--- config.mk ---
export PLATFORM = sky130hd
export DESIGN_NAME = actuator_position_sense_conditioner
export DESIGN_NICKNAME = d
export VERILOG_FILES = /design/src/hdl/apsc_pkg.sv /design/src/hdl/apsc_div.sv /design/src/hdl/actuator_position_sense_conditioner.sv
export SDC_FILE = /design/constraint.sdc
export NUM_CORES = 1
export LEC_CHECK = 0
export BUFFER_PORTS_ARGS = -buffer_cell sky130_fd_sc_hd__buf_2
export CORE_MARGIN = 3
export CORE_UTILIZATION = 35
export DETAILED_ROUTE_END_ITERATION = 12
export GPL_TIMING_DRIVEN = 1
export MAX_ROUTING_LAYER = met4
export SYNTH_ARGS = -nofsm -noshare
export SYNTH_HDL_FRONTEND = slang
export SYNTH_SLANG_ARGS = --single-unit
--- constraint.sdc ---
create_clock -name clk -period 13.1 [get_ports clk]
set_input_delay 1.31 -clock clk [delete_from_list [all_inputs] [get_ports clk]]
set_output_delay 1.31 -clock clk [all_outputs]
set_load 0.01 [all_outputs]
--- src/hdl/apsc_pkg.sv ---
// apsc_pkg: shared types, constants and helpers for the actuator position sense conditioner
// used by apsc_div and actuator_position_sense_conditioner; no dependencies
`timescale 1ns / 1ps

package apsc_pkg;

  localparam int ADC_BITS            = 12;
  localparam int SAMPLES_PER_AVERAGE = 10;
  localparam int SUM_W               = 16;
  localparam int CNT_W               = 4;
  localparam int PCT_W               = 7;
  localparam int DIV_W               = 20;   // signed dividend / quotient width
  localparam int DEN_W               = ADC_BITS + 1;  // signed divisor width
  localparam int DIV_CNT_W           = $clog2(DIV_W);
  localparam int CFG_IDX_W           = 3;
  localparam int CFG_DATA_W          = 12;

  localparam logic [PCT_W-1:0] PCT_FULL = PCT_W'(100);

  localparam logic [ADC_BITS-1:0] RST_POT_ADC_LOW    = '0;
  localparam logic [ADC_BITS-1:0] RST_POT_ADC_HIGH   = '1;
  localparam logic [PCT_W-1:0]    RST_WIN_LOW        = '0;
  localparam logic [PCT_W-1:0]    RST_WIN_HIGH       = PCT_W'(100);
  localparam logic [ADC_BITS-1:0] RST_CURRENT_LIMIT  = '1;

  typedef enum logic [CFG_IDX_W-1:0] {
    REG_POT_ADC_LOW      = 3'd0,
    REG_POT_ADC_HIGH     = 3'd1,
    REG_POT_REVERSED     = 3'd2,
    REG_WIN_LOW_PCT      = 3'd3,
    REG_WIN_HIGH_PCT     = 3'd4,
    REG_CURRENT_LIMIT    = 3'd5,
    REG_ESTOP_LOW_ACTIVE = 3'd6
  } cfg_idx_t;

  typedef enum logic [2:0] {
    ST_IDLE,
    ST_AVG_GO,
    ST_AVG,
    ST_MAP1_GO,
    ST_MAP1,
    ST_MAP2_GO,
    ST_MAP2,
    ST_EMIT
  } state_t;

  typedef struct packed {
    logic             start;
    logic [DIV_W-1:0] dividend;  // two's complement
    logic [DEN_W-1:0] divisor;   // two's complement, nonzero
  } div_req_t;

  typedef struct packed {
    logic             done;
    logic [DIV_W-1:0] quotient;  // two's complement, truncated toward zero
  } div_rsp_t;

  // x * 100 as shift-and-add
  function automatic logic signed [DIV_W-1:0] mul100(input logic signed [DIV_W-1:0] v);
    return (v <<< 6) + (v <<< 5) + (v <<< 2);
  endfunction

  // clamp a signed quotient to 0..100
  function automatic logic [PCT_W-1:0] clamp_pct(input logic signed [DIV_W-1:0] v);
    logic [PCT_W-1:0] res;
    if (v[DIV_W-1]) begin
      res = '0;
    end else if (v > $signed({{(DIV_W-PCT_W){1'b0}}, PCT_FULL})) begin
      res = PCT_FULL;
    end else begin
      res = v[PCT_W-1:0];
    end
    return res;
  endfunction

endpackage

--- src/hdl/apsc_div.sv ---
// apsc_div: bit-serial restoring signed divider, one quotient bit per cycle
// depends on apsc_pkg
`timescale 1ns / 1ps

module apsc_div
  import apsc_pkg::*;
(
  input  logic     clk,
  input  logic     rst_n,
  input  div_req_t req,
  output div_rsp_t rsp
);

  logic                 busy_r, busy_nxt;
  logic                 done_r, done_nxt;
  logic [DIV_CNT_W-1:0] cnt_r, cnt_nxt;
  logic [DIV_W-1:0]     q_r, q_nxt;
  logic [DEN_W-2:0]     rem_r, rem_nxt;
  logic [DEN_W-2:0]     dmag_r, dmag_nxt;
  logic                 neg_r, neg_nxt;
  logic [DIV_W-1:0]     quo_r, quo_nxt;

  logic [DEN_W-1:0]     shifted;
  logic [DEN_W-1:0]     trial;
  logic                 ge;
  logic [DIV_W-1:0]     q_step;
  logic [DIV_W-1:0]     nd_abs;
  logic [DEN_W-1:0]     dv_abs;

  always_comb begin
    nd_abs   = req.dividend[DIV_W-1] ? (~req.dividend + DIV_W'(1)) : req.dividend;
    dv_abs   = req.divisor[DEN_W-1] ? (~req.divisor + DEN_W'(1)) : req.divisor;
    shifted  = {rem_r, q_r[DIV_W-1]};
    trial    = shifted - {1'b0, dmag_r};
    ge       = (shifted >= {1'b0, dmag_r});
    q_step   = {q_r[DIV_W-2:0], ge};

    busy_nxt = busy_r;
    done_nxt = 1'b0;
    cnt_nxt  = cnt_r;
    q_nxt    = q_r;
    rem_nxt  = rem_r;
    dmag_nxt = dmag_r;
    neg_nxt  = neg_r;
    quo_nxt  = quo_r;

    if (req.start) begin
      busy_nxt = 1'b1;
      cnt_nxt  = '0;
      q_nxt    = nd_abs;
      rem_nxt  = '0;
      dmag_nxt = dv_abs[DEN_W-2:0];
      neg_nxt  = req.dividend[DIV_W-1] ^ req.divisor[DEN_W-1];
    end else if (busy_r) begin
      q_nxt   = q_step;
      rem_nxt = ge ? trial[DEN_W-2:0] : shifted[DEN_W-2:0];
      cnt_nxt = cnt_r + DIV_CNT_W'(1);
      if (cnt_r == DIV_CNT_W'(DIV_W - 1)) begin
        busy_nxt = 1'b0;
        done_nxt = 1'b1;
        quo_nxt  = neg_r ? (~q_step + DIV_W'(1)) : q_step;
      end
    end
  end

  always_ff @(posedge clk) begin
    if (!rst_n) begin
      busy_r <= 1'b0;
      done_r <= 1'b0;
      cnt_r  <= '0;
    end else begin
      busy_r <= busy_nxt;
      done_r <= done_nxt;
      cnt_r  <= cnt_nxt;
    end
    q_r    <= q_nxt;
    rem_r  <= rem_nxt;
    dmag_r <= dmag_nxt;
    neg_r  <= neg_nxt;
    quo_r  <= quo_nxt;
  end

  assign rsp.done     = done_r;
  assign rsp.quotient = quo_r;

endmodule

--- src/hdl/actuator_position_sense_conditioner.sv ---
// actuator_position_sense_conditioner: top level, sequencer, config registers, result register
// depends on apsc_pkg and apsc_div
`timescale 1ns / 1ps

// Conditions window actuator sensing. Pot items (action 0) add into a running
// sum; every tenth pot item closes the group and, if the motor is moving and
// both ranges are nonzero, the truncated average is mapped onto 0..100 percent
// (forward or reversed), clamped, remapped through the window limits, clamped
// again and taken as the new position when it moves by more than 1. Status
// items (action 1) set the emergency stop flag from the pin and its polarity
// and latch overcurrent on either current sample above the limit; only reset
// clears that latch. Every input item yields exactly one result item carrying
// the held position and both flags. An item that does not close a mapped
// group goes from ST_IDLE through ST_EMIT to the result register; a mapped
// one goes through the AVG, MAP1 and MAP2 states (each a _GO state then a
// wait) and ST_EMIT, passing three times through the one bit-serial divider
// (average, pot map, window map). Items are taken only in ST_IDLE, also while
// the last result waits in the output register. Configuration writes take
// effect at once and are meant to be made while the block is idle.

module actuator_position_sense_conditioner
  import apsc_pkg::*;
(
  input  logic                  clk,
  input  logic                  rst_n,

  input  logic                  cfg_we,
  input  logic [CFG_IDX_W-1:0]  cfg_index,
  input  logic [CFG_DATA_W-1:0] cfg_wdata,

  input  logic                  in_valid,
  output logic                  in_ready,
  input  logic                  in_action,
  input  logic [ADC_BITS-1:0]   in_pot_sample,
  input  logic                  in_motor_moving,
  input  logic [ADC_BITS-1:0]   in_right_current_sample,
  input  logic [ADC_BITS-1:0]   in_left_current_sample,
  input  logic                  in_estop_pin,

  output logic                  out_valid,
  input  logic                  out_ready,
  output logic [PCT_W-1:0]      out_position_percent,
  output logic                  out_estop_pressed,
  output logic                  out_overcurrent
);

  // configuration registers
  logic [ADC_BITS-1:0] pot_adc_low_r;
  logic [ADC_BITS-1:0] pot_adc_high_r;
  logic                pot_reversed_r;
  logic [PCT_W-1:0]    win_low_r;
  logic [PCT_W-1:0]    win_high_r;
  logic [ADC_BITS-1:0] current_limit_r;
  logic                estop_low_active_r;

  // block state
  state_t              state_r, state_nxt;
  logic [SUM_W-1:0]    sum_r, sum_nxt;
  logic [CNT_W-1:0]    cnt_r, cnt_nxt;
  logic [PCT_W-1:0]    held_r, held_nxt;
  logic                estop_r, estop_nxt;
  logic                oc_r, oc_nxt;

  // divider operands, loaded one state ahead of each start
  logic [DIV_W-1:0]    num_r, num_nxt;
  logic [DEN_W-1:0]    den_r, den_nxt;

  // result register
  logic                out_valid_r, out_valid_nxt;
  logic [PCT_W-1:0]    out_pos_r;
  logic                out_estop_r;
  logic                out_oc_r;

  div_req_t            div_req;
  div_rsp_t            div_rsp;

  logic                in_acc;
  logic                emit_load;
  logic                group_done;
  logic                map_ok;
  logic [SUM_W-1:0]    sum_new;
  logic [ADC_BITS-1:0] map_a;
  logic [ADC_BITS-1:0] map_b;
  logic [ADC_BITS-1:0] avg;
  logic [DEN_W-1:0]    avg_off;
  logic [PCT_W-1:0]    phys;
  logic [PCT_W-1:0]    disp;
  logic [PCT_W:0]      phys_off;
  logic [PCT_W:0]      win_span;
  logic signed [PCT_W:0] move;

  apsc_div u_div (
    .clk   (clk),
    .rst_n (rst_n),
    .req   (div_req),
    .rsp   (div_rsp)
  );

  // config writes
  always_ff @(posedge clk) begin
    if (!rst_n) begin
      pot_adc_low_r      <= RST_POT_ADC_LOW;
      pot_adc_high_r     <= RST_POT_ADC_HIGH;
      pot_reversed_r     <= 1'b0;
      win_low_r          <= RST_WIN_LOW;
      win_high_r         <= RST_WIN_HIGH;
      current_limit_r    <= RST_CURRENT_LIMIT;
      estop_low_active_r <= 1'b1;
    end else if (cfg_we) begin
      case (cfg_idx_t'(cfg_index))
        REG_POT_ADC_LOW:      pot_adc_low_r      <= cfg_wdata[ADC_BITS-1:0];
        REG_POT_ADC_HIGH:     pot_adc_high_r     <= cfg_wdata[ADC_BITS-1:0];
        REG_POT_REVERSED:     pot_reversed_r     <= cfg_wdata[0];
        REG_WIN_LOW_PCT:      win_low_r          <= cfg_wdata[PCT_W-1:0];
        REG_WIN_HIGH_PCT:     win_high_r         <= cfg_wdata[PCT_W-1:0];
        REG_CURRENT_LIMIT:    current_limit_r    <= cfg_wdata[ADC_BITS-1:0];
        REG_ESTOP_LOW_ACTIVE: estop_low_active_r <= cfg_wdata[0];
        default: ;
      endcase
    end
  end

  // item classification
  always_comb begin
    in_acc     = in_valid && in_ready;
    sum_new    = sum_r + SUM_W'(in_pot_sample);
    group_done = ({1'b0, cnt_r} + (CNT_W+1)'(1)) >= (CNT_W+1)'(SAMPLES_PER_AVERAGE);
    // a group is mapped only while moving and with both ranges nonzero
    map_ok     = in_motor_moving && (pot_adc_low_r != pot_adc_high_r)
                 && (win_low_r != win_high_r);
  end

  // next state
  always_comb begin
    state_nxt = state_r;
    case (state_r)
      ST_IDLE: begin
        if (in_acc) begin
          if (!in_action && group_done && map_ok) begin
            state_nxt = ST_AVG_GO;
          end else begin
            state_nxt = ST_EMIT;
          end
        end
      end
      ST_AVG_GO:  state_nxt = ST_AVG;
      ST_AVG:     if (div_rsp.done) state_nxt = ST_MAP1_GO;
      ST_MAP1_GO: state_nxt = ST_MAP1;
      ST_MAP1:    if (div_rsp.done) state_nxt = ST_MAP2_GO;
      ST_MAP2_GO: state_nxt = ST_MAP2;
      ST_MAP2:    if (div_rsp.done) state_nxt = ST_EMIT;
      ST_EMIT:    if (!out_valid_r || out_ready) state_nxt = ST_IDLE;
      default:    state_nxt = ST_IDLE;
    endcase
  end

  // control outputs
  always_comb begin
    in_ready         = (state_r == ST_IDLE);
    emit_load        = (state_r == ST_EMIT) && (!out_valid_r || out_ready);
    div_req.start    = (state_r == ST_AVG_GO) || (state_r == ST_MAP1_GO)
                       || (state_r == ST_MAP2_GO);
    div_req.dividend = num_r;
    div_req.divisor  = den_r;
  end

  // datapath
  always_comb begin
    // reversed swaps the ends of the pot map
    map_a    = pot_reversed_r ? pot_adc_high_r : pot_adc_low_r;
    map_b    = pot_reversed_r ? pot_adc_low_r : pot_adc_high_r;
    avg      = div_rsp.quotient[ADC_BITS-1:0];
    avg_off  = {1'b0, avg} - {1'b0, map_a};
    phys     = clamp_pct($signed(div_rsp.quotient));
    phys_off = {1'b0, phys} - {1'b0, win_low_r};
    win_span = {1'b0, win_high_r} - {1'b0, win_low_r};
    disp     = clamp_pct($signed(div_rsp.quotient));
    move     = $signed({1'b0, disp}) - $signed({1'b0, held_r});

    sum_nxt   = sum_r;
    cnt_nxt   = cnt_r;
    held_nxt  = held_r;
    estop_nxt = estop_r;
    oc_nxt    = oc_r;
    num_nxt   = num_r;
    den_nxt   = den_r;

    case (state_r)
      ST_IDLE: begin
        if (in_acc) begin
          if (!in_action) begin
            // pot samples accumulate whether or not the motor moves
            if (group_done) begin
              sum_nxt = '0;
              cnt_nxt = '0;
              num_nxt = DIV_W'(sum_new);
              den_nxt = DEN_W'(SAMPLES_PER_AVERAGE);
            end else begin
              sum_nxt = sum_new;
              cnt_nxt = cnt_r + CNT_W'(1);
            end
          end else begin
            estop_nxt = estop_low_active_r ? ~in_estop_pin : in_estop_pin;
            if ((in_right_current_sample > current_limit_r)
                || (in_left_current_sample > current_limit_r)) begin
              oc_nxt = 1'b1;
            end
          end
        end
      end
      ST_AVG: begin
        if (div_rsp.done) begin
          // (avg - a) * 100 / (b - a)
          num_nxt = mul100($signed({{(DIV_W-DEN_W){avg_off[DEN_W-1]}}, avg_off}));
          den_nxt = {1'b0, map_b} - {1'b0, map_a};
        end
      end
      ST_MAP1: begin
        if (div_rsp.done) begin
          // (phys - window low) * 100 / (window high - window low)
          num_nxt = mul100($signed({{(DIV_W-PCT_W-1){phys_off[PCT_W]}}, phys_off}));
          den_nxt = {{(DEN_W-PCT_W-1){win_span[PCT_W]}}, win_span};
        end
      end
      ST_MAP2: begin
        // deadband of one percent around the held position
        if (div_rsp.done && ((move > $signed((PCT_W+1)'(1)))
                             || (move < -$signed((PCT_W+1)'(1))))) begin
          held_nxt = disp;
        end
      end
      default: ;
    endcase
  end

  // result register: a waiting result is replaced only as it is taken
  always_comb begin
    if (emit_load) begin
      out_valid_nxt = 1'b1;
    end else if (out_ready) begin
      out_valid_nxt = 1'b0;
    end else begin
      out_valid_nxt = out_valid_r;
    end
  end

  always_ff @(posedge clk) begin
    if (!rst_n) begin
      state_r     <= ST_IDLE;
      sum_r       <= '0;
      cnt_r       <= '0;
      held_r      <= '0;
      estop_r     <= 1'b0;
      oc_r        <= 1'b0;
      out_valid_r <= 1'b0;
    end else begin
      state_r     <= state_nxt;
      sum_r       <= sum_nxt;
      cnt_r       <= cnt_nxt;
      held_r      <= held_nxt;
      estop_r     <= estop_nxt;
      oc_r        <= oc_nxt;
      out_valid_r <= out_valid_nxt;
    end
    num_r <= num_nxt;
    den_r <= den_nxt;
    if (emit_load) begin
      out_pos_r   <= held_r;
      out_estop_r <= estop_r;
      out_oc_r    <= oc_r;
    end
  end

  assign out_valid            = out_valid_r;
  assign out_position_percent = out_pos_r;
  assign out_estop_pressed    = out_estop_r;
  assign out_overcurrent      = out_oc_r;

endmodule

# --- Word level (Yosys, flattened, before mapping) ---
# Cells that the tools add are included.
totals:
  reg_bits: 199
  input_bits: 59
  out_inout_bits: 11
  wordCells: 156
op_classes:
  n_addsub: 17
  order_cmp: 7
  n_eq_ne: 23
  mux: 38
  n_bitwise: 9
  n_reduce_logical: 35
op_table:
  columns: ["cell", "count"]
  rows:
  - ["2-to-1 mux 20 bit", 9]
  - ["2-to-1 mux 13 bit", 5]
  - ["one-hot mux 20 bit (3 select lines)", 1]
  - ["2-to-1 mux 12 bit", 4]
  - ["adder 20 x 1 -> 20 bit (second input constant)", 2]
  - ["NOT 20 bit", 2]
  - ["one-hot mux 13 bit (3 select lines)", 1]
  - ["subtractor 12 x 12 -> 13 bit", 2]
  - ["greater-than comparator 12 bit", 2]
  - ["one-hot mux 3 bit (8 select lines)", 1]
  - ["subtractor 7 x 7 -> 8 bit", 3]
  - ["== test 3 bit (second input constant)", 7]
  - ["adder 19 x 18 -> 20 bit", 1]
  - ["adder 20 x 15 -> 20 bit", 1]
  - ["greater-than comparator 20 x 8 -> 1 bit (second input constant)", 1]
  - ["2-to-1 mux 3 bit", 6]
  - ["adder 15 x 10 -> 16 bit", 1]
  - ["adder 16 x 12 -> 16 bit", 1]
  - ["2-to-1 mux 16 bit", 1]
  - ["AND reduction 2 bit", 8]
  - ["adder 14 x 13 -> 15 bit", 1]
  - ["2-to-1 mux 7 bit", 2]
  - ["greater-or-equal comparator 13 x 12 -> 1 bit", 1]
  - ["adder 12 x 1 -> 12 bit (second input constant)", 1]
  - ["other kinds (31)", 65]

# --- Longest topological paths before layout ---
depth:
  ltp_word: 8
  depth_mapped: 23
  mapped_depth_nobuf: 22

# --- By module ---
# A second synthesis with hierarchy kept.
unflattened:
  hier_cells: 1564
  area_unflattened_um2: 14342.5
by_module_without_submodules:
  columns: ["module", "n_inst", "cells_per_inst", "area_per_inst_um2", "seq_area_each_um2"]
  rows:
  - ["actuator_position_sense_conditioner", 1, 1102, 9863.2, 2962.8]
  - ["apsc_div", 1, 462, 4479.3, 1971.9]

# --- Least setup slack after synthesis ---
# No wires, ideal clock.
synth_path:
  path_kind: "reg-to-reg"
  from: "register pot_reversed_r"
  to: "register num_r[16] (data pin)"
  setup_time_ns: 0.268
  arrival_ns: 4.850
  required_time_ns: 12.832
  path_slack_ns: 7.982
  path_stages_with_launch: 21
  path_buffers: 2
  period_less_slack_ns: 5.118
  cell_sequence: "dfxtp_1 > clkbuf_1 > clkbuf_1 > mux2i_1 > ha_1 > nor2b_1 > o21a_1 > o21ai_0 > nand2b_1 > a21oi_1 > xor2_1 > fa_1 > inv_1 > fa_1 > a21o_1 > a21oi_1 > o211ai_1 > a31o_2 > a21oi_1 > xor2_1 > o21ai_0"
synth_via:
  elab_chain_len: 6
synth_lines:
  columns: ["element", "line_no", "text"]
  rows:
  - ["from (decl)", "actuator_position_sense_conditioner.sv:50", "logic pot_reversed_r;"]
  - ["from (signal assigned)", "actuator_position_sense_conditioner.sv:113", "REG_POT_REVERSED: pot_reversed_r <= cfg_wdata[0];"]
  - ["2-to-1 mux 12 bit (*)", "actuator_position_sense_conditioner.sv:170", "map_a = pot_reversed_r ? pot_adc_high_r : pot_adc_low_r;"]
  - ["subtractor 12 x 12 -> 13 bit (*)", "actuator_position_sense_conditioner.sv:173", "avg_off = {1'b0, avg} - {1'b0, map_a};"]
  - ["adder 19 x 18 -> 20 bit", "apsc_pkg.sv:60", "return (v <<< 6) + (v <<< 5) + (v <<< 2);"]
  - ["adder 20 x 15 -> 20 bit (*)", "apsc_pkg.sv:60", null]
  - ["2-to-1 mux 20 bit (*)", "actuator_position_sense_conditioner.sv:212", "if (div_rsp.done) begin"]
  - ["one-hot mux 20 bit (3 select lines) (*)", "actuator_position_sense_conditioner.sv:188", "case (state_r)"]
  - ["via num_nxt[16]", "actuator_position_sense_conditioner.sv:65", "logic [DIV_W-1:0] num_r, num_nxt;"]
  - ["to (signal assigned)", "actuator_position_sense_conditioner.sv:265", "num_r <= num_nxt;"]
  - ["to (decl)", "actuator_position_sense_conditioner.sv:65", null]
# Mark *: on every way through the listed nets, which the timed path passes. The rest lies on a longest branch. The select of a mux whose other input is x is not followed.
# A chain may end at the register's enable or synchronous reset.

# --- Final worst setup path ---
layout_path:
  from: "register pot_reversed_r"
  to: "register num_r[17] (data pin)"
# Same word-level chain as after synthesis.

==> results.toml <==
[routing]
first_pass_iters = 6
drc = 0
drt_iter0_drc = 581
vias_per_cell = 5.248
wl_per_cell_microns = 16.20
drt-total-wl_microns = 33630
vias = 10900
drtAntennaViolNets = 0

[die]
floorplan.initialDensity_pct = 35.54
core_area_sq_um = 38740
die-height_microns = 204.3
pin_count = 70
die_area_sq_um = 41750
fp.dieW_microns = 204.3
rows = 72

[outcome]
status = "finished, final reports clean"

[timing]
setup_viol = 0
fin_tns_setup_ns = 0
fin_crit_sh_pct = 44.42
finalCriticalPeriod_ns = 5.819
slew_violations = 0
worst_slack_ns = 7.281
finClkSkew_ns = 0.01133
finalHoldViolCount = 0
max_freq_mhz = 171.8
worst_slew_pin_slew_ns = 1.118
slew_headroom_pct = 25.34
hold_ws_ns = 0.4357
rsz0062_at_grt = "false"

[logic_synthesis]
synth_seq_cells = 199
synth_edf_count = 95
synth_seq_area_share_pct = 35.85
synth_top_area_cell = "edfxtp_1"
async_reset_ff_share_pct = 0
syn_nets = 1699
syn_area_per_cell_sq_um = 9.214
synthCells = 1494
synth_top_area_share_pct = 20.72
synth_area_leaders = "edfxtp_1, dfxtp_1, ha_1, xnor2_1, nand2_1"
synth_cell_types = 71
syn_area_sq_um = 13770
ys.warnings.count = 0
ys.flop_type = "dfxtp_1"

[final_layout]
register_area_sq_um = 4935
drive_above_1_share_pct = 8.986
antenna_cells = 0
multi_input_area_sq_um = 8312
fin_cells = 2076
fill_cells = 3922
syn2layout_area_growth_pct = 10.54
mostFrequentLayoutCells = "nand2_1, ha_1, dfxtp_1"
final_net_count = 1750
layout_commonest_cell = "nand2_1"

[cts]
post-cts-setup-buffers = 0
clk_pin_slew_worst_paths_ns = 0.07
clock_latency_ns = 0.45
cts_tree = "done"
postCtsHoldBufs = 0
cts_sinks = 199
cts_buffers = 17
root_buffer = "clkbuf_16"
cts_resized = 0
clockBufferDepth = 2
h-tree-depth = 4

[critical_path]
crit_slowest_cell = "dfxtp_1"
path_max_fanout = 26
worst-setup-path-type = "reg2reg"
cpPeakStageDelay_ns = 1.06
worstPathArrival_ns = 5.99
crit_path_end_kind = "flip-flop"
path_cells = "mux2_2 -> ha_1 -> inv_1 -> fa_1 -> a21o_1 -> a21o_1 -> o21ai_0 -> a21oi_1 -> and2_1 -> nor2_1 -> inv_1 -> fa_1 -> inv_1 -> ha_1 -> nor2b_1 -> nor4_1 -> o21ai_0 -> a31oi_1 -> xor2_1 -> o21ai_0"
cp-start-kind = "flip-flop"
crit_required_ns = 13.27

[global_route]
grt_usage_pct = 17.02
grt_pass1_wl_microns = 55440
first_global_vias = 10800
grt_max_degree = 81
grt-ovfl-total = 0
grt_antenna_before_repair = 0

[power]
leakage_nw = 6.114
p_per_area_nw_per_um2 = 125.7
combinationalPowerShare_pct = 31.7
power.total_w = 0.001913
internal-power_w = 0.001253
peakVddDrop_v = 0.0001007
p_sw_share_pct = 34.48
pwr-share-clk_pct = 26.3
switching_power_w = 0.0006596
share_seq_of_total_power_pct = 42.0

[place]
dp.cells = 2044
hpwl_microns = 26060
gp_congestion = 0.8777
pre_cts_ws_ns = 7.331
io_buffer_count = 69

[worst_hold_path]
min_path_type = "reg2reg"

[flow_run]
timing.max_cap.violations = 0
logic make-up after synthesis:
| kind of cell | share of synthesized area [%] |
|---|---|
| XOR/XNOR | 8.589 |
| flip-flops | 35.85 |
| AND/OR/NAND/NOR | 15.56 |
| buffers and inverters | 3.917 |
| AO/OA/AOI/OAI | 18.02 |
| adder cells (fa/ha/maj) | 14.52 |
| multiplexers | 3.536 |
state kept, by name, indices dropped and copies added (netlist names), 12 cells and up:
signal and cells:
u_div.q_r 20, num_r 20, u_div.dmag_r 12, current_limit_r 12
den_r 13, sum_r 16, u_div.quo_r 20, pot_adc_low_r 12
pot_adc_high_r 12, u_div.rem_r 12
cell usage after synthesis (all sizes together), types with 4 or more instances:
library cell	n
a21oi	83
and3	10
o221ai	10
or4	6
dfxtp	104
o21ai	97
and2	10
xnor2	78
o21bai	11
o41ai	13
nor4	10
nand3b	4
nor3	19
o31ai	18
nand3	52
ha	123
o21a	18
or3	12
nand2	176
fa	23
a211oi	7
xor2	57
inv	96
clkbuf	43
a22oi	13
a31oi	6
nor2	68
o211ai	17
a21o	32
nor2b	30
a21boi	21
edfxtp	95
or2	6
nand2b	18
mux2	13
o22ai	6
nand4	15
mux2i	34
buf	4
area by class of cell:
cell class / count / share of cell area [%]
clock buffers: 20 / 2.870
clock inverters: 12 / 0.6907
inverters: 96 / 2.368
multi-input cells: 1152 / 54.62
flip-flops and latches: 199 / 32.43
well taps: 518 / 4.259
repair buffers: 79 / 2.763
worst paths after layout:
check        slack (ns)      startpoint                 to  depth (start not counted)
max                7.28  pot_reversed_r          num_r[17]                         20
min                0.44         estop_r  out_estop_pressed                          0
max reg2reg        7.28  pot_reversed_r          num_r[17]                         20
min reg2reg        0.44         estop_r  out_estop_pressed                          0
power groups by stage:
stage	clock network (W)	registers (W)	logic, W
2_1_floorplan	0	0.000789	0.000465
3_5_place_dp	0	0.000817	0.000602
5_1_grt	0.000539	0.000813	0.000685
4_1_cts	0.000517	0.000803	0.000606
6_report	0.000503	0.000803	0.000606
3_3_place_gp	0	0.000814	0.000594
worst max-delay path, delay by kind of cell (launching register included):
family | cells | cell delay, ns
adders and majority gates | 4 | 1.45
and+or+nand+nor | 4 | 1.00
buffers and inverters | 3 | 0.24
DFF | 1 | 1.06
muxes | 1 | 0.35
xor gates and xnor gates | 1 | 0.15
AOI/OAI and AO/OA | 7 | 1.28
routing by layer:
metal / global-route usage (%) / share of wire [%] / routed length [microns]
met1: 21.81 / 47 / 15710
met2: 27.15 / 46 / 15580
met3: 3.424 / 4.7 / 1581
met4: 5.382 / 2.2 / 752
met5: - / 0 / 0
through the flow:
stage / area, sq um / utilization, %
global placement: 14680 / 37.88
finish: 15220 / 39.28
floorplan: 13770 / -
detailed placement: 14680 / 37.88
CTS: 15220 / 39.28
global route: 15220 / 39.28
Note: power is estimated with default switching activity, not from simulation.
